File: src/design/assert_macros.svh
// Assertion macros used by the top-level RTL file.
// Depends on nothing; users supply clk and arst_n in scope.
`ifndef ASSERT_MACROS_SVH
`define ASSERT_MACROS_SVH
// same-cycle implication
`define ASSERT_IMPL(lbl, ante, cons, msg) \
	lbl: assert property (@(posedge clk) disable iff (!arst_n) (ante) |-> (cons)) else $error(msg);
// next-cycle implication
`define ASSERT_NEXT(lbl, ante, cons, msg) \
	lbl: assert property (@(posedge clk) disable iff (!arst_n) (ante) |=> (cons)) else $error(msg);
`endif

File: src/design/mrs_pkg.sv
// Shared types, codes and CRC helper for the Modbus RTU slave engine.
// No dependencies.
package mrs_pkg;

	typedef struct packed {
		logic [1:0]  func;
		logic [7:0]  rx_byte;
		logic        frame_end;
		logic [7:0]  load_index;
		logic [15:0] load_value;
	} req_t;

	typedef struct packed {
		logic [7:0] tx_byte;
		logic       tx_valid;
		logic       tx_last;
		logic [2:0] status;
	} rsp_t;

	localparam logic [1:0] FUNC_RX        = 2'd0;
	localparam logic [1:0] FUNC_LOAD_IREG = 2'd1;
	localparam logic [1:0] FUNC_SET_DISC  = 2'd2;

	localparam logic [2:0] ST_OK    = 3'd0;
	localparam logic [2:0] ST_CRC   = 3'd2;
	localparam logic [2:0] ST_ADDR  = 3'd3;
	localparam logic [2:0] ST_FUNC  = 3'd4;
	localparam logic [2:0] ST_VALUE = 3'd5;

	localparam logic [7:0] FC_RD_COILS = 8'd1;
	localparam logic [7:0] FC_RD_DISC  = 8'd2;
	localparam logic [7:0] FC_RD_HOLD  = 8'd3;
	localparam logic [7:0] FC_RD_IREG  = 8'd4;
	localparam logic [7:0] FC_WR_COIL  = 8'd5;
	localparam logic [7:0] FC_WR_REG   = 8'd6;
	localparam logic [7:0] FC_WR_COILS = 8'd15;
	localparam logic [7:0] FC_WR_REGS  = 8'd16;

	localparam logic [1:0] CFG_HOLD = 2'd0;
	localparam logic [1:0] CFG_IREG = 2'd1;
	localparam logic [1:0] CFG_COIL = 2'd2;
	localparam logic [1:0] CFG_DISC = 2'd3;
	localparam int         CFG_W    = 9;

	localparam logic [6:0] HOLD_CNT_RST = 7'd64;
	localparam logic [6:0] IREG_CNT_RST = 7'd64;
	localparam logic [8:0] COIL_CNT_RST = 9'd256;
	localparam logic [8:0] DISC_CNT_RST = 9'd256;

	localparam logic [15:0] CRC_SEED  = 16'hFFFF;
	localparam logic [15:0] CRC_POLY  = 16'hA001;
	localparam logic [15:0] COIL_ON   = 16'hFF00;
	localparam logic [15:0] COIL_OFF  = 16'h0000;
	localparam int          MIN_FRAME = 8;

	typedef enum logic [4:0] {
		S_CLEAR, S_IDLE, S_CHECK, S_EVAL, S_ID, S_FC, S_BC,
		S_BRD, S_BACC, S_BEMIT, S_WRD, S_WHI, S_WLO,
		S_W5, S_W6, S_CRD, S_CWR, S_HRD1, S_HRD2, S_HWR,
		S_ECHO0, S_ECHO1, S_ECHO2, S_ECHO3, S_CRCLO, S_CRCHI, S_FIN
	} ctrl_state_t;

	typedef enum logic [3:0] {
		OP_NONE, OP_CLR, OP_CHECK, OP_RD_BIT, OP_ACC_BIT, OP_RD_WORD, OP_NEXT,
		OP_RD_RXB, OP_WR_COILB, OP_WR_COIL1, OP_WR_HOLD1, OP_RD_RXHI, OP_RD_RXLO,
		OP_WR_HOLDW, OP_RX_CLEAR
	} dp_op_t;

	typedef enum logic [3:0] {
		E_FAIL, E_ID, E_FC, E_BC, E_ACC, E_RDHI, E_RDLO,
		E_ADDRHI, E_ADDRLO, E_QHI, E_QLO, E_CRCLO, E_CRCHI
	} emit_sel_t;

	typedef struct packed {
		logic      accept;
		dp_op_t    op;
		logic      emit;
		emit_sel_t sel;
	} ctrl_cmd_t;

	typedef struct packed {
		logic       out_free;
		logic [2:0] err;
		logic [7:0] fc;
		logic       idx_done;
		logic       idx_last;
		logic       bit7;
		logic       clr_last;
	} dp_sts_t;

	// one byte of CRC-16, reflected
	function automatic logic [15:0] crc16_byte(input logic [15:0] c, input logic [7:0] b);
		logic [15:0] x;
		x = c ^ {8'h00, b};
		for (int k = 0; k < 8; k++) begin
			x = x[0] ? ((x >> 1) ^ CRC_POLY) : (x >> 1);
		end
		return x;
	endfunction

endpackage

File: src/design/mrs_dp.sv
// Datapath: receive store, data stores, frame checks, response byte builder.
// Depends on mrs_pkg.
module mrs_dp #(
	parameter int HOLD_REGS      = 64,
	parameter int INPUT_REGS     = 64,
	parameter int COILS          = 256,
	parameter int DISCRETES      = 256,
	parameter int RX_BYTES       = 72,
	parameter int MAX_READ_WORDS = 28
) (
	input  logic                       clk,
	input  logic                       arst_n,
	input  mrs_pkg::ctrl_cmd_t         cmd,
	input  mrs_pkg::req_t              req,
	input  logic                       cfg_we,
	input  logic [1:0]                 cfg_index,
	input  logic [mrs_pkg::CFG_W-1:0]  cfg_data,
	output mrs_pkg::dp_sts_t           sts,
	output logic                       rsp_valid,
	input  logic                       rsp_stall,
	output mrs_pkg::rsp_t              rsp
);
	localparam int HW = (HOLD_REGS > 1) ? $clog2(HOLD_REGS) : 1;
	localparam int IW = (INPUT_REGS > 1) ? $clog2(INPUT_REGS) : 1;
	localparam int CW = (COILS > 1) ? $clog2(COILS) : 1;
	localparam int DW = (DISCRETES > 1) ? $clog2(DISCRETES) : 1;
	localparam int RW = $clog2(RX_BYTES);
	localparam int FW = $clog2(RX_BYTES + 1);
	localparam int CLR_A = (HOLD_REGS > INPUT_REGS) ? HOLD_REGS : INPUT_REGS;
	localparam int CLR_B = (COILS > DISCRETES) ? COILS : DISCRETES;
	localparam int CLR_N = (CLR_A > CLR_B) ? CLR_A : CLR_B;

	// config
	logic [6:0] hold_cnt_q, ireg_cnt_q;
	logic [8:0] coil_cnt_q, disc_cnt_q;

	always_ff @(posedge clk or negedge arst_n) begin
		if (!arst_n) begin
			hold_cnt_q <= mrs_pkg::HOLD_CNT_RST;
			ireg_cnt_q <= mrs_pkg::IREG_CNT_RST;
			coil_cnt_q <= mrs_pkg::COIL_CNT_RST;
			disc_cnt_q <= mrs_pkg::DISC_CNT_RST;
		end else if (cfg_we) begin
			case (cfg_index)
				mrs_pkg::CFG_HOLD: hold_cnt_q <= cfg_data[6:0];
				mrs_pkg::CFG_IREG: ireg_cnt_q <= cfg_data[6:0];
				mrs_pkg::CFG_COIL: coil_cnt_q <= cfg_data;
				mrs_pkg::CFG_DISC: disc_cnt_q <= cfg_data;
				default: ;
			endcase
		end
	end

	// receive side
	logic [FW-1:0] fill_q;
	logic          ovf_q;
	logic [15:0]   rcrc_q;
	logic [7:0]    sh1_q, sh2_q;
	logic [7:0]    id_q, fc_q, bc_q;
	logic [15:0]   addr_q, q_q;
	logic          is_rx, rx_we;

	assign is_rx = (req.func == mrs_pkg::FUNC_RX);
	assign rx_we = cmd.accept && is_rx && (fill_q != FW'(RX_BYTES));

	always_ff @(posedge clk or negedge arst_n) begin
		if (!arst_n) begin
			fill_q <= '0;
			ovf_q  <= 1'b0;
			rcrc_q <= mrs_pkg::CRC_SEED;
		end else if (cmd.op == mrs_pkg::OP_RX_CLEAR) begin
			fill_q <= '0;
			ovf_q  <= 1'b0;
			rcrc_q <= mrs_pkg::CRC_SEED;
		end else if (cmd.accept && is_rx) begin
			if (rx_we) begin
				fill_q <= fill_q + 1'b1;
				// CRC trails by two bytes so the frame's own CRC stays out
				if (fill_q >= FW'(2))
					rcrc_q <= mrs_pkg::crc16_byte(rcrc_q, sh2_q);
			end else begin
				ovf_q <= 1'b1;
			end
		end
	end

	always_ff @(posedge clk) begin
		if (rx_we) begin
			sh1_q <= req.rx_byte;
			sh2_q <= sh1_q;
			if (fill_q == FW'(0)) id_q <= req.rx_byte;
			if (fill_q == FW'(1)) fc_q <= req.rx_byte;
			if (fill_q == FW'(2)) addr_q[15:8] <= req.rx_byte;
			if (fill_q == FW'(3)) addr_q[7:0] <= req.rx_byte;
			if (fill_q == FW'(4)) q_q[15:8] <= req.rx_byte;
			if (fill_q == FW'(5)) q_q[7:0] <= req.rx_byte;
			if (fill_q == FW'(6)) bc_q <= req.rx_byte;
		end
	end

	// walk counter
	logic [15:0] idx_q;
	logic [16:0] eaddr;

	assign eaddr = {1'b0, addr_q} + {1'b0, idx_q};

	always_ff @(posedge clk or negedge arst_n) begin
		if (!arst_n) begin
			idx_q <= '0;
		end else begin
			case (cmd.op)
				mrs_pkg::OP_CHECK: idx_q <= '0;
				mrs_pkg::OP_CLR, mrs_pkg::OP_ACC_BIT, mrs_pkg::OP_NEXT,
				mrs_pkg::OP_WR_COILB, mrs_pkg::OP_WR_HOLDW: idx_q <= idx_q + 16'd1;
				default: ;
			endcase
		end
	end

	// rx store
	logic [7:0]  rx_mem [RX_BYTES];
	logic [7:0]  rx_rd_q;
	logic        rx_re;
	logic [16:0] rx_ra;

	always_comb begin
		rx_re = 1'b1;
		case (cmd.op)
			mrs_pkg::OP_RD_RXB:  rx_ra = 17'd7 + {4'd0, idx_q[15:3]};
			mrs_pkg::OP_RD_RXHI: rx_ra = 17'd7 + {idx_q, 1'b0};
			mrs_pkg::OP_RD_RXLO: rx_ra = 17'd8 + {idx_q, 1'b0};
			default: begin
				rx_re = 1'b0;
				rx_ra = '0;
			end
		endcase
	end

	always_ff @(posedge clk) begin
		if (rx_we)
			rx_mem[fill_q[RW-1:0]] <= req.rx_byte;
		if (rx_re)
			rx_rd_q <= rx_mem[rx_ra[RW-1:0]];
	end

	logic [7:0] hi_q;
	always_ff @(posedge clk) begin
		if (cmd.op == mrs_pkg::OP_RD_RXLO)
			hi_q <= rx_rd_q;
	end

	logic        clr;
	logic [15:0] lidx;
	assign clr  = (cmd.op == mrs_pkg::OP_CLR);
	assign lidx = {8'h00, req.load_index};

	// holding registers
	logic [15:0] hold_mem [HOLD_REGS];
	logic [15:0] hold_rd_q, hold_wd;
	logic [HW-1:0] hold_wa;
	logic        hold_we;

	always_comb begin
		hold_we = 1'b0;
		hold_wa = eaddr[HW-1:0];
		hold_wd = {hi_q, rx_rd_q};
		case (cmd.op)
			mrs_pkg::OP_CLR: begin
				hold_we = (idx_q < 16'(HOLD_REGS));
				hold_wa = idx_q[HW-1:0];
				hold_wd = '0;
			end
			mrs_pkg::OP_WR_HOLD1: begin
				hold_we = 1'b1;
				hold_wa = addr_q[HW-1:0];
				hold_wd = q_q;
			end
			mrs_pkg::OP_WR_HOLDW: hold_we = 1'b1;
			default: ;
		endcase
	end

	always_ff @(posedge clk) begin
		if (hold_we)
			hold_mem[hold_wa] <= hold_wd;
		if (cmd.op == mrs_pkg::OP_RD_WORD)
			hold_rd_q <= hold_mem[eaddr[HW-1:0]];
	end

	// input registers
	logic [15:0] ireg_mem [INPUT_REGS];
	logic [15:0] ireg_rd_q;
	logic        ireg_ld;

	assign ireg_ld = cmd.accept && (req.func == mrs_pkg::FUNC_LOAD_IREG)
		&& (lidx < 16'(INPUT_REGS));

	always_ff @(posedge clk) begin
		if (clr && (idx_q < 16'(INPUT_REGS)))
			ireg_mem[idx_q[IW-1:0]] <= '0;
		else if (ireg_ld)
			ireg_mem[lidx[IW-1:0]] <= req.load_value;
		if (cmd.op == mrs_pkg::OP_RD_WORD)
			ireg_rd_q <= ireg_mem[eaddr[IW-1:0]];
	end

	// coils
	logic coil_mem [COILS];
	logic coil_rd_q;

	always_ff @(posedge clk) begin
		if (clr && (idx_q < 16'(COILS)))
			coil_mem[idx_q[CW-1:0]] <= 1'b0;
		else if (cmd.op == mrs_pkg::OP_WR_COIL1)
			coil_mem[addr_q[CW-1:0]] <= (q_q == mrs_pkg::COIL_ON);
		else if (cmd.op == mrs_pkg::OP_WR_COILB)
			coil_mem[eaddr[CW-1:0]] <= rx_rd_q[idx_q[2:0]];
		if (cmd.op == mrs_pkg::OP_RD_BIT)
			coil_rd_q <= coil_mem[eaddr[CW-1:0]];
	end

	// discrete inputs
	logic disc_mem [DISCRETES];
	logic disc_rd_q;
	logic disc_ld;

	assign disc_ld = cmd.accept && (req.func == mrs_pkg::FUNC_SET_DISC)
		&& (lidx < 16'(DISCRETES));

	always_ff @(posedge clk) begin
		if (clr && (idx_q < 16'(DISCRETES)))
			disc_mem[idx_q[DW-1:0]] <= 1'b0;
		else if (disc_ld)
			disc_mem[lidx[DW-1:0]] <= req.load_value[0];
		if (cmd.op == mrs_pkg::OP_RD_BIT)
			disc_rd_q <= disc_mem[eaddr[DW-1:0]];
	end

	// frame checks
	logic [16:0] sumq, m_hold, m_ireg, m_coil, m_disc, bcq, len17;
	logic        crc_ok, bc_short;
	logic [2:0]  chk, err_q;

	assign sumq   = {1'b0, addr_q} + {1'b0, q_q};
	assign m_hold = (17'(hold_cnt_q) < 17'(HOLD_REGS)) ? 17'(hold_cnt_q) : 17'(HOLD_REGS);
	assign m_ireg = (17'(ireg_cnt_q) < 17'(INPUT_REGS)) ? 17'(ireg_cnt_q) : 17'(INPUT_REGS);
	assign m_coil = (17'(coil_cnt_q) < 17'(COILS)) ? 17'(coil_cnt_q) : 17'(COILS);
	assign m_disc = (17'(disc_cnt_q) < 17'(DISCRETES)) ? 17'(disc_cnt_q) : 17'(DISCRETES);
	assign bcq    = ({1'b0, q_q} + 17'd7) >> 3;
	assign len17  = 17'(fill_q);
	assign crc_ok = ({sh1_q, sh2_q} == rcrc_q);
	assign bc_short = ((17'(bc_q) + 17'd9) > len17);

	always_comb begin
		chk = mrs_pkg::ST_OK;
		if (ovf_q || (len17 < 17'(mrs_pkg::MIN_FRAME))) begin
			chk = mrs_pkg::ST_VALUE;
		end else if (!crc_ok) begin
			chk = mrs_pkg::ST_CRC;
		end else begin
			case (fc_q)
				mrs_pkg::FC_RD_COILS, mrs_pkg::FC_RD_DISC: begin
					if (sumq > ((fc_q == mrs_pkg::FC_RD_COILS) ? m_coil : m_disc))
						chk = mrs_pkg::ST_ADDR;
					else if (bcq > 17'(2 * MAX_READ_WORDS))
						chk = mrs_pkg::ST_VALUE;
				end
				mrs_pkg::FC_RD_HOLD, mrs_pkg::FC_RD_IREG: begin
					if (sumq > ((fc_q == mrs_pkg::FC_RD_HOLD) ? m_hold : m_ireg))
						chk = mrs_pkg::ST_ADDR;
					else if ({1'b0, q_q} > 17'(MAX_READ_WORDS))
						chk = mrs_pkg::ST_VALUE;
				end
				mrs_pkg::FC_WR_COIL: begin
					if ({1'b0, addr_q} >= m_coil)
						chk = mrs_pkg::ST_ADDR;
					else if ((q_q != mrs_pkg::COIL_OFF) && (q_q != mrs_pkg::COIL_ON))
						chk = mrs_pkg::ST_VALUE;
				end
				mrs_pkg::FC_WR_REG: begin
					if ({1'b0, addr_q} >= m_hold)
						chk = mrs_pkg::ST_ADDR;
				end
				mrs_pkg::FC_WR_COILS: begin
					if (sumq > m_coil)
						chk = mrs_pkg::ST_ADDR;
					else if ((17'(bc_q) != bcq) || bc_short)
						chk = mrs_pkg::ST_VALUE;
				end
				mrs_pkg::FC_WR_REGS: begin
					if (sumq > m_hold)
						chk = mrs_pkg::ST_ADDR;
					else if ((17'(bc_q) != {q_q, 1'b0}) || bc_short)
						chk = mrs_pkg::ST_VALUE;
				end
				default: chk = mrs_pkg::ST_FUNC;
			endcase
		end
	end

	always_ff @(posedge clk or negedge arst_n) begin
		if (!arst_n)
			err_q <= mrs_pkg::ST_OK;
		else if (cmd.op == mrs_pkg::OP_CHECK)
			err_q <= chk;
	end

	// bit packing for coil / discrete reads
	logic [7:0] acc_q;
	always_ff @(posedge clk) begin
		if (cmd.op == mrs_pkg::OP_CHECK)
			acc_q <= '0;
		else if (cmd.op == mrs_pkg::OP_ACC_BIT)
			acc_q[idx_q[2:0]] <= (fc_q == mrs_pkg::FC_RD_COILS) ? coil_rd_q : disc_rd_q;
		else if (cmd.emit && (cmd.sel == mrs_pkg::E_ACC))
			acc_q <= '0;
	end

	// response byte select
	logic [15:0] rdw;
	logic [15:0] tcrc_q;
	logic [7:0]  ebyte;
	logic        crc_byte, fail;

	assign rdw = (fc_q == mrs_pkg::FC_RD_HOLD) ? hold_rd_q : ireg_rd_q;

	always_comb begin
		case (cmd.sel)
			mrs_pkg::E_ID:     ebyte = id_q;
			mrs_pkg::E_FC:     ebyte = fc_q;
			mrs_pkg::E_BC:     ebyte = ((fc_q == mrs_pkg::FC_RD_COILS)
				|| (fc_q == mrs_pkg::FC_RD_DISC)) ? bcq[7:0] : {q_q[6:0], 1'b0};
			mrs_pkg::E_ACC:    ebyte = acc_q;
			mrs_pkg::E_RDHI:   ebyte = rdw[15:8];
			mrs_pkg::E_RDLO:   ebyte = rdw[7:0];
			mrs_pkg::E_ADDRHI: ebyte = addr_q[15:8];
			mrs_pkg::E_ADDRLO: ebyte = addr_q[7:0];
			mrs_pkg::E_QHI:    ebyte = q_q[15:8];
			mrs_pkg::E_QLO:    ebyte = q_q[7:0];
			mrs_pkg::E_CRCLO:  ebyte = tcrc_q[7:0];
			mrs_pkg::E_CRCHI:  ebyte = tcrc_q[15:8];
			default:           ebyte = 8'h00;
		endcase
	end

	assign fail     = (cmd.sel == mrs_pkg::E_FAIL);
	assign crc_byte = (cmd.sel == mrs_pkg::E_CRCLO) || (cmd.sel == mrs_pkg::E_CRCHI);

	always_ff @(posedge clk or negedge arst_n) begin
		if (!arst_n)
			tcrc_q <= mrs_pkg::CRC_SEED;
		else if (cmd.op == mrs_pkg::OP_CHECK)
			tcrc_q <= mrs_pkg::CRC_SEED;
		else if (cmd.emit && !fail && !crc_byte)
			tcrc_q <= mrs_pkg::crc16_byte(tcrc_q, ebyte);
	end

	// output register
	logic          rsp_valid_q;
	mrs_pkg::rsp_t rsp_q;

	always_ff @(posedge clk or negedge arst_n) begin
		if (!arst_n)
			rsp_valid_q <= 1'b0;
		else if (cmd.emit)
			rsp_valid_q <= 1'b1;
		else if (!rsp_stall)
			rsp_valid_q <= 1'b0;
	end

	always_ff @(posedge clk) begin
		if (cmd.emit) begin
			rsp_q.tx_byte  <= ebyte;
			rsp_q.tx_valid <= !fail;
			rsp_q.tx_last  <= fail || (cmd.sel == mrs_pkg::E_CRCHI);
			rsp_q.status   <= fail ? err_q : mrs_pkg::ST_OK;
		end
	end

	assign rsp_valid = rsp_valid_q;
	assign rsp       = rsp_q;

	assign sts.out_free = !rsp_valid_q || !rsp_stall;
	assign sts.err      = err_q;
	assign sts.fc       = fc_q;
	assign sts.idx_done = (idx_q == q_q);
	assign sts.idx_last = ((idx_q + 16'd1) == q_q);
	assign sts.bit7     = (idx_q[2:0] == 3'd7);
	assign sts.clr_last = (idx_q == 16'(CLR_N - 1));

endmodule

File: src/design/mrs_ctrl.sv
// Controller: sequences clearing, frame checks, store updates and response beats.
// Depends on mrs_pkg.
module mrs_ctrl (
	input  logic               clk,
	input  logic               arst_n,
	input  logic               req_valid,
	input  mrs_pkg::req_t      req,
	output logic               req_stall,
	input  mrs_pkg::dp_sts_t   sts,
	output mrs_pkg::ctrl_cmd_t cmd
);
	mrs_pkg::ctrl_state_t state_q, state_d;

	always_ff @(posedge clk or negedge arst_n) begin
		if (!arst_n)
			state_q <= mrs_pkg::S_CLEAR;
		else
			state_q <= state_d;
	end

	always_comb begin
		state_d    = state_q;
		req_stall  = 1'b1;
		cmd.accept = 1'b0;
		cmd.op     = mrs_pkg::OP_NONE;
		cmd.emit   = 1'b0;
		cmd.sel    = mrs_pkg::E_FAIL;
		case (state_q)
			mrs_pkg::S_CLEAR: begin
				cmd.op = mrs_pkg::OP_CLR;
				if (sts.clr_last)
					state_d = mrs_pkg::S_IDLE;
			end
			mrs_pkg::S_IDLE: begin
				req_stall  = 1'b0;
				cmd.accept = req_valid;
				if (req_valid && (req.func == mrs_pkg::FUNC_RX) && req.frame_end)
					state_d = mrs_pkg::S_CHECK;
			end
			mrs_pkg::S_CHECK: begin
				cmd.op  = mrs_pkg::OP_CHECK;
				state_d = mrs_pkg::S_EVAL;
			end
			mrs_pkg::S_EVAL: begin
				if (sts.err != mrs_pkg::ST_OK) begin
					if (sts.out_free) begin
						cmd.emit = 1'b1;
						cmd.sel  = mrs_pkg::E_FAIL;
						state_d  = mrs_pkg::S_FIN;
					end
				end else begin
					state_d = mrs_pkg::S_ID;
				end
			end
			mrs_pkg::S_ID: if (sts.out_free) begin
				cmd.emit = 1'b1;
				cmd.sel  = mrs_pkg::E_ID;
				state_d  = mrs_pkg::S_FC;
			end
			mrs_pkg::S_FC: if (sts.out_free) begin
				cmd.emit = 1'b1;
				cmd.sel  = mrs_pkg::E_FC;
				case (sts.fc)
					mrs_pkg::FC_RD_COILS, mrs_pkg::FC_RD_DISC,
					mrs_pkg::FC_RD_HOLD, mrs_pkg::FC_RD_IREG: state_d = mrs_pkg::S_BC;
					mrs_pkg::FC_WR_COIL: state_d = mrs_pkg::S_W5;
					mrs_pkg::FC_WR_REG:  state_d = mrs_pkg::S_W6;
					mrs_pkg::FC_WR_COILS:
						state_d = sts.idx_done ? mrs_pkg::S_ECHO0 : mrs_pkg::S_CRD;
					mrs_pkg::FC_WR_REGS:
						state_d = sts.idx_done ? mrs_pkg::S_ECHO0 : mrs_pkg::S_HRD1;
					default: state_d = mrs_pkg::S_CRCLO;
				endcase
			end
			mrs_pkg::S_BC: if (sts.out_free) begin
				cmd.emit = 1'b1;
				cmd.sel  = mrs_pkg::E_BC;
				if (sts.idx_done)
					state_d = mrs_pkg::S_CRCLO;
				else if ((sts.fc == mrs_pkg::FC_RD_COILS) || (sts.fc == mrs_pkg::FC_RD_DISC))
					state_d = mrs_pkg::S_BRD;
				else
					state_d = mrs_pkg::S_WRD;
			end
			mrs_pkg::S_BRD: begin
				cmd.op  = mrs_pkg::OP_RD_BIT;
				state_d = mrs_pkg::S_BACC;
			end
			mrs_pkg::S_BACC: begin
				cmd.op  = mrs_pkg::OP_ACC_BIT;
				state_d = (sts.idx_last || sts.bit7) ? mrs_pkg::S_BEMIT : mrs_pkg::S_BRD;
			end
			mrs_pkg::S_BEMIT: if (sts.out_free) begin
				cmd.emit = 1'b1;
				cmd.sel  = mrs_pkg::E_ACC;
				state_d  = sts.idx_done ? mrs_pkg::S_CRCLO : mrs_pkg::S_BRD;
			end
			mrs_pkg::S_WRD: begin
				cmd.op  = mrs_pkg::OP_RD_WORD;
				state_d = mrs_pkg::S_WHI;
			end
			mrs_pkg::S_WHI: if (sts.out_free) begin
				cmd.emit = 1'b1;
				cmd.sel  = mrs_pkg::E_RDHI;
				state_d  = mrs_pkg::S_WLO;
			end
			mrs_pkg::S_WLO: if (sts.out_free) begin
				cmd.emit = 1'b1;
				cmd.sel  = mrs_pkg::E_RDLO;
				cmd.op   = mrs_pkg::OP_NEXT;
				state_d  = sts.idx_last ? mrs_pkg::S_CRCLO : mrs_pkg::S_WRD;
			end
			mrs_pkg::S_W5: begin
				cmd.op  = mrs_pkg::OP_WR_COIL1;
				state_d = mrs_pkg::S_ECHO0;
			end
			mrs_pkg::S_W6: begin
				cmd.op  = mrs_pkg::OP_WR_HOLD1;
				state_d = mrs_pkg::S_ECHO0;
			end
			mrs_pkg::S_CRD: begin
				cmd.op  = mrs_pkg::OP_RD_RXB;
				state_d = mrs_pkg::S_CWR;
			end
			mrs_pkg::S_CWR: begin
				cmd.op = mrs_pkg::OP_WR_COILB;
				if (sts.idx_last)
					state_d = mrs_pkg::S_ECHO0;
				else if (sts.bit7)
					state_d = mrs_pkg::S_CRD;
			end
			mrs_pkg::S_HRD1: begin
				cmd.op  = mrs_pkg::OP_RD_RXHI;
				state_d = mrs_pkg::S_HRD2;
			end
			mrs_pkg::S_HRD2: begin
				cmd.op  = mrs_pkg::OP_RD_RXLO;
				state_d = mrs_pkg::S_HWR;
			end
			mrs_pkg::S_HWR: begin
				cmd.op  = mrs_pkg::OP_WR_HOLDW;
				state_d = sts.idx_last ? mrs_pkg::S_ECHO0 : mrs_pkg::S_HRD1;
			end
			mrs_pkg::S_ECHO0: if (sts.out_free) begin
				cmd.emit = 1'b1;
				cmd.sel  = mrs_pkg::E_ADDRHI;
				state_d  = mrs_pkg::S_ECHO1;
			end
			mrs_pkg::S_ECHO1: if (sts.out_free) begin
				cmd.emit = 1'b1;
				cmd.sel  = mrs_pkg::E_ADDRLO;
				state_d  = mrs_pkg::S_ECHO2;
			end
			mrs_pkg::S_ECHO2: if (sts.out_free) begin
				cmd.emit = 1'b1;
				cmd.sel  = mrs_pkg::E_QHI;
				state_d  = mrs_pkg::S_ECHO3;
			end
			mrs_pkg::S_ECHO3: if (sts.out_free) begin
				cmd.emit = 1'b1;
				cmd.sel  = mrs_pkg::E_QLO;
				state_d  = mrs_pkg::S_CRCLO;
			end
			mrs_pkg::S_CRCLO: if (sts.out_free) begin
				cmd.emit = 1'b1;
				cmd.sel  = mrs_pkg::E_CRCLO;
				state_d  = mrs_pkg::S_CRCHI;
			end
			mrs_pkg::S_CRCHI: if (sts.out_free) begin
				cmd.emit = 1'b1;
				cmd.sel  = mrs_pkg::E_CRCHI;
				state_d  = mrs_pkg::S_FIN;
			end
			mrs_pkg::S_FIN: begin
				cmd.op  = mrs_pkg::OP_RX_CLEAR;
				state_d = mrs_pkg::S_IDLE;
			end
			default: state_d = mrs_pkg::S_IDLE;
		endcase
	end

endmodule

File: src/design/modbus_rtu_slave_engine.sv
// Top level of the Modbus RTU slave engine: controller plus datapath.
// Depends on mrs_pkg, mrs_ctrl, mrs_dp and assert_macros.svh.
//
//   channel  direction  payload          handshake
//   req      in         mrs_pkg::req_t   req_valid / req_stall
//   rsp      out        mrs_pkg::rsp_t   rsp_valid / rsp_stall
//   cfg      in         cfg_index/data   cfg_we, no wait
//
// A frame end byte starts a serve pass: checking, then one beat per response
// byte (a single error beat if a check fails), then a clear of the receive
// state. Bit reads read and pack each coil or input, then emit each data byte;
// register reads read each word, then emit its high and low bytes; multiple
// coil writes fetch each data byte, then write its coils; register writes fetch
// each word's two bytes, then write it. req is stalled during a pass.
// After reset a clearing pass zeroes the stores, one entry a cycle over the
// deepest store, with req stalled.
// A stalled rsp beat holds; the pass waits on it.
`include "assert_macros.svh"

module modbus_rtu_slave_engine #(
	parameter int HOLD_REGS      = 64,
	parameter int INPUT_REGS     = 64,
	parameter int COILS          = 256,
	parameter int DISCRETES      = 256,
	parameter int RX_BYTES       = 72,
	parameter int MAX_READ_WORDS = 28
) (
	input  logic                      clk,
	input  logic                      arst_n,
	input  logic                      req_valid,
	output logic                      req_stall,
	input  mrs_pkg::req_t             req,
	output logic                      rsp_valid,
	input  logic                      rsp_stall,
	output mrs_pkg::rsp_t             rsp,
	input  logic                      cfg_we,
	input  logic [1:0]                cfg_index,
	input  logic [mrs_pkg::CFG_W-1:0] cfg_data
);
	mrs_pkg::ctrl_cmd_t cmd;
	mrs_pkg::dp_sts_t   sts;

	mrs_ctrl u_ctrl (
		.clk       (clk),
		.arst_n    (arst_n),
		.req_valid (req_valid),
		.req       (req),
		.req_stall (req_stall),
		.sts       (sts),
		.cmd       (cmd)
	);

	mrs_dp #(
		.HOLD_REGS      (HOLD_REGS),
		.INPUT_REGS     (INPUT_REGS),
		.COILS          (COILS),
		.DISCRETES      (DISCRETES),
		.RX_BYTES       (RX_BYTES),
		.MAX_READ_WORDS (MAX_READ_WORDS)
	) u_dp (
		.clk       (clk),
		.arst_n    (arst_n),
		.cmd       (cmd),
		.req       (req),
		.cfg_we    (cfg_we),
		.cfg_index (cfg_index),
		.cfg_data  (cfg_data),
		.sts       (sts),
		.rsp_valid (rsp_valid),
		.rsp_stall (rsp_stall),
		.rsp       (rsp)
	);

	// an error beat is alone: no byte, frame closed
	`ASSERT_IMPL(a_fail_beat, rsp_valid && (rsp.status != mrs_pkg::ST_OK), !rsp.tx_valid && rsp.tx_last, "error beat carries a byte or is not last")
	// a beat without a byte always carries an error
	`ASSERT_IMPL(a_nobyte_err, rsp_valid && !rsp.tx_valid, rsp.status != mrs_pkg::ST_OK, "empty beat with ok status")
	// a frame end starts a serve pass, so the input closes next cycle
	`ASSERT_NEXT(a_fe_busy, req_valid && !req_stall && (req.func == mrs_pkg::FUNC_RX) && req.frame_end, req_stall, "request taken during serve")
	// emits only go out when the output register can take them
	`ASSERT_IMPL(a_emit_free, cmd.emit, sts.out_free, "beat overwritten while stalled")

endmodule
File: config.mk
export PLATFORM = sky130hd
export DESIGN_NAME = modbus_rtu_slave_engine
export DESIGN_NICKNAME = d
export VERILOG_FILES = /design/src/design/mrs_pkg.sv /design/src/design/mrs_dp.sv /design/src/design/mrs_ctrl.sv /design/src/design/modbus_rtu_slave_engine.sv
export VERILOG_INCLUDE_DIRS = /design/src /design/src/design
export SDC_FILE = /design/constraint.sdc
export NUM_CORES = 2
export LEC_CHECK = 0
export ABC_AREA = 1
export BUFFER_PORTS_ARGS = -buffer_cell sky130_fd_sc_hd__buf_4
export CORE_MARGIN = 1
export CORE_UTILIZATION = 36
export CTS_CLUSTER_SIZE = 30
export DETAILED_ROUTE_END_ITERATION = 7
export PLACE_DENSITY = 0.54
export SYNTH_ARGS = -nofsm -noshare
export SYNTH_HDL_FRONTEND = slang
export SYNTH_HIERARCHICAL = 1
export SYNTH_SLANG_ARGS = --single-unit
File: constraint.sdc
create_clock -name clk -period 14.4 [get_ports clk]
set_input_delay 1.44 -clock clk [delete_from_list [all_inputs] [get_ports clk]]
set_output_delay 1.44 -clock clk [all_outputs]
set_load 0.01 [all_outputs]
==> summary.md <==
| Metric | Value |
|---|---|
| Fill cells | between 30k and 40k |
| Avg Cell Area, Syn | between 10 and 15 um2 |
| Critical path arrival | between 7000 and 8000 ps |
| Post-Syn Area | between 0.1 and 0.15 mm2 |
| Outcome | finished, violations left |
| Initial core utilization | around 36% |
| Sw Ratio | 20.4% |
| Final setup violation count | 0 |
| Post-synth EDFFs | about 3.3k |
| CTS-repair resized insts | 0 |
| Area Growth Syn to Fin | 12.6% |
| Leak | 53.8 nW |
| Routed via count | ~97k |
| Synth Net Count | between 10k and 15k |
| Worst min path class | reg2reg |
| Asr flop ratio synth | approximately 2.9% |
| Sink Count | 3376 |
| Internal | between 15 and 20 mW |
| WL final | 426 mm |
| First-pass GRT wire length | 618 mm |
| Layout cells sized above 1 | 8.56% |
| CTS tree | built |
| Primary FF master, synth | edfxtp_1 |
| Worst skew pair latency | between 900 and 1000 ps |
| Violated checks | max-slew violations |
| Antenna viol nets, final | 0 |
| DR WL/cell | 23.9 um |
| Max Cap Viol | 0 |
| DR vias/cell | 5.42 |
| Setup Skew | 89.5 ps |
| Flop pwr share | 53.7% |
| Overall power | just under 20 mW |
| Rel. slew slack | -10.1% |
| Initial antenna violation count | 6 |
| CP Max Fanout | 28 |
| Final Hold Vio Count | 0 |
| Clock power share | a little under half |
| Startpoint types | input port |
| Sequential fraction of the synthesis area | between 70% and 80% |
| Flops & latches, synth | roughly 3.4k |
| Final min period | approximately 6600 ps |
| DRC violations left | 0 |
| Initial DRC count | 10.6k |
| # rows | approximately 230 |
| Area of the die | between 0.4 and 0.5 mm2 |
| Cells after Synth | about 12k |
| FMAX | roughly 150 MHz |
| Layout Nets | ~12k |
| Worst vdd ir | 103 uV |
| Setup CP Type | in2reg |
| RSZ-0062 raised after global routing | false |
| CTS root buf | clkbuf_16 |
| Synth area leader | edfxtp_1 |
| Port Buf Inserts | 65 |
| Chip Height | between 600 and 700 um |
| Number of global-route vias before repair | just over 90k |
| PwrDens | 123 mW/mm2 |
| Final period util | around 46% |
| Crit-path cells | buf_4 > nand2_1 > inv_1 > nor2_1 > inv_1 > nand4_1 > nor2_1 > inv_1 > nor2_1 > inv_1 > nor2_1 > nand3_1 > nand2_2 > buf_4 > nand2_1 > o21ai_0 > inv_1 > nor2_1 > nand2_1 > nor2_1 |
| Max Slew Vio Count | ~140 |
| Synth warn | 6 |
| Clock buffer count from CTS | roughly 360 |
| DP Wirelength | between 200 and 250 mm |
| Hold Buf Count CTS | 0 |
| Synth top area cells | edfxtp_1 68%, nor2_1 6.2%, o21ai_0 5.2%, nand2_1 4.0%, o22ai_1 2.9% |
| IO Pins | 66 |
| Comb power frac | less than 1% |
| CP max stage delay | around 1200 ps |
| First-pass iteration count of the detailed router | 6 |
| Sequential cell area | 0.101 mm2 |
| Area of the multi-input gates | around 0.038 mm2 |
| Slowest CP cell | nor2_1 |
| GRT Total Usage | between 20% and 30% |
| Reg clk slew, reported paths | 60 ps |
| Distinct cell type count after synthesis | 63 |
| Post-CTS Setup Inserts | 0 |
| Yosys top cell area share | approximately 68% |
| Crit end category | register |
| Slew @ Worst Pin | 1650 ps |
| Worst EP required | approximately 15000 ps |
| Clock buffer depth | 4 |
| H-tree lvl count | 5 |
| Accumulated negative setup slack | 0 ps |
| Gpl congestion | 0.908 |
| Most frequent CP cell | nor2_1 |
| Core area | 0.397 mm2 |
| Largest net degree at the start of global routing | 257 |
| Die extent in x | around 630 um |
| P_sw | 4.05 mW |
| Congestion Overflow GR | 0 |
-- worst paths after layout --
check	slack, ps	cells past startpoint	startpoint	to
max in group asynchronous	12660	2	arst_n	u_dp/idx_q[13]
min in group asynchronous	520	1	arst_n	u_dp/hold_cnt_q[5]
hold / removal	470	0	u_dp/sh1_q[0]	u_dp/sh2_q[0]
setup reg to reg	7880	22	u_ctrl/state_q[2]	u_dp/ireg_mem[57][1]
hold reg to reg	470	0	u_dp/sh1_q[0]	u_dp/sh2_q[0]
setup / recovery	7780	20	rsp_stall	u_dp/ireg_mem[57][1]
-- kinds of logic (layout without fill, tap and decap cells) --
group / after synthesis / after routing / share of synthesized area [%]
buf+inv: 1286 / 1499 / 3.47
compound gates: 2804 / 2804 / 11.2
simple gates: 4557 / 4557 / 12.6
fa+ha+maj: 86 / 86 / 0.760
xor+xnor: 84 / 84 / 0.512
mux: 161 / 161 / 1.23
other cells: 0 / 5 / 0
flops: 3376 / 3376 / 70.2
-- through the flow --
stage | utilization, % | instance area, um2 | setup WS [ps] | hold WS (ps) | cells
2_1_floorplan | - | 144000 | 3790 | 447 | 12354
3_3_place_gp | 37.9 | 150000 | 7020 | 455 | 17137
3_5_place_dp | 37.9 | 150000 | 6930 | 457 | 17137
4_1_cts | 40.8 | 162000 | 7960 | 459 | 17809
5_1_grt | 40.8 | 162000 | 7450 | 487 | 17811
6_report | 40.8 | 162000 | 7780 | 465 | 17814
-- state kept, by name, summed over array words and instances, names as in the netlist, 256 cells and up --
register,flops
u_dp/disc_mem,256
u_dp/ireg_mem,1024
u_dp/coil_mem,256
u_dp/hold_mem,1024
u_dp/rx_mem,576
-- layout by cell type, fill, tap and decap left out, types with 16 or more instances in the layout --
| cell type | Yosys | layout |
|---|---|---|
| edfxtp_1 | 3271 | 3271 |
| nor2_1 | 2356 | 2320 |
| nand2_1 | 1514 | 1511 |
| o21ai_0 | 1487 | 1473 |
| o22ai_1 | 660 | 658 |
| nand3_1 | 544 | 544 |
| inv_1 | 499 | 496 |
| clkbuf_16 | 0 | 367 |
| o211ai_1 | 300 | 300 |
| buf_4 | 6 | 296 |
| a31oi_1 | 138 | 138 |
| a21oi_1 | 133 | 133 |
| mux2_2 | 128 | 128 |
| clkbuf_1 | 618 | 95 |
| clkinv_1 | 7 | 91 |
| ha_1 | 84 | 83 |
| dfrtp_1 | 61 | 61 |
| clkinv_2 | 0 | 59 |
| xor2_1 | 48 | 47 |
| nor3_1 | 45 | 44 |
| nand4_1 | 37 | 37 |
| xnor2_1 | 36 | 36 |
| dfstp_2 | 36 | 36 |
| mux2i_1 | 33 | 33 |
| nor2_2 | 5 | 23 |
| bufinv_16 | 0 | 21 |
| nor2_4 | 3 | 21 |
| a211oi_1 | 16 | 16 |
| nor4_1 | 17 | 16 |
-- synth_stat cells (all sizes together), types with 6 or more instances --
cell,number
edfxtp,3271
nor2,2364
nand2,1520
o21ai,1501
o22ai,660
clkbuf,618
nand3,546
inv,512
o211ai,300
buf,149
a31oi,138
a21oi,134
mux2,128
ha,84
dfrtp,61
xor2,48
nor3,47
nand4,37
dfstp,36
xnor2,36
mux2i,33
nor4,17
a211oi,16
nand3b,15
a22oi,14
dfxtp,8
clkinv,7
o31ai,7
or2,6
-- layer usage --
layer / track usage [%] / part of all wire [%]
met1: 29.3 / 44
met5: 0 / 0
met4: 6.88 / 3.3
met2: 32.2 / 45
met3: 2.91 / 7.0
-- power groups by stage --
stage | sequential (mW) | combinational (mW) | clock [mW]
after floorplan | 10.9 | 0.0618 | 0
after global placement | 10.9 | 0.139 | 0
after detailed placement | 10.9 | 0.143 | 0
after CTS | 10.7 | 0.144 | 9.25
after global routing | 10.7 | 0.160 | 9.63
final | 10.7 | 0.142 | 9.06
-- worst max-delay path, delay by kind of cell --
kind	cells	cell delay, ps
AO/OA/AOI/OAI	1	140
buffers and inverters	7	1770
AND/OR/NAND/NOR	12	3760
-- area by class of cell --
class,count,share of cell area [%]
multi-input combinational,7692,23.7
sequential,3376,62.4
clock buffer,467,5.95
timing repair buffer,308,1.52
tap,5242,4.06
antenna,5,0.00774
clock inverter,205,1.16
inverter,519,1.23
Note: power is estimated with default switching activity, not from simulation.
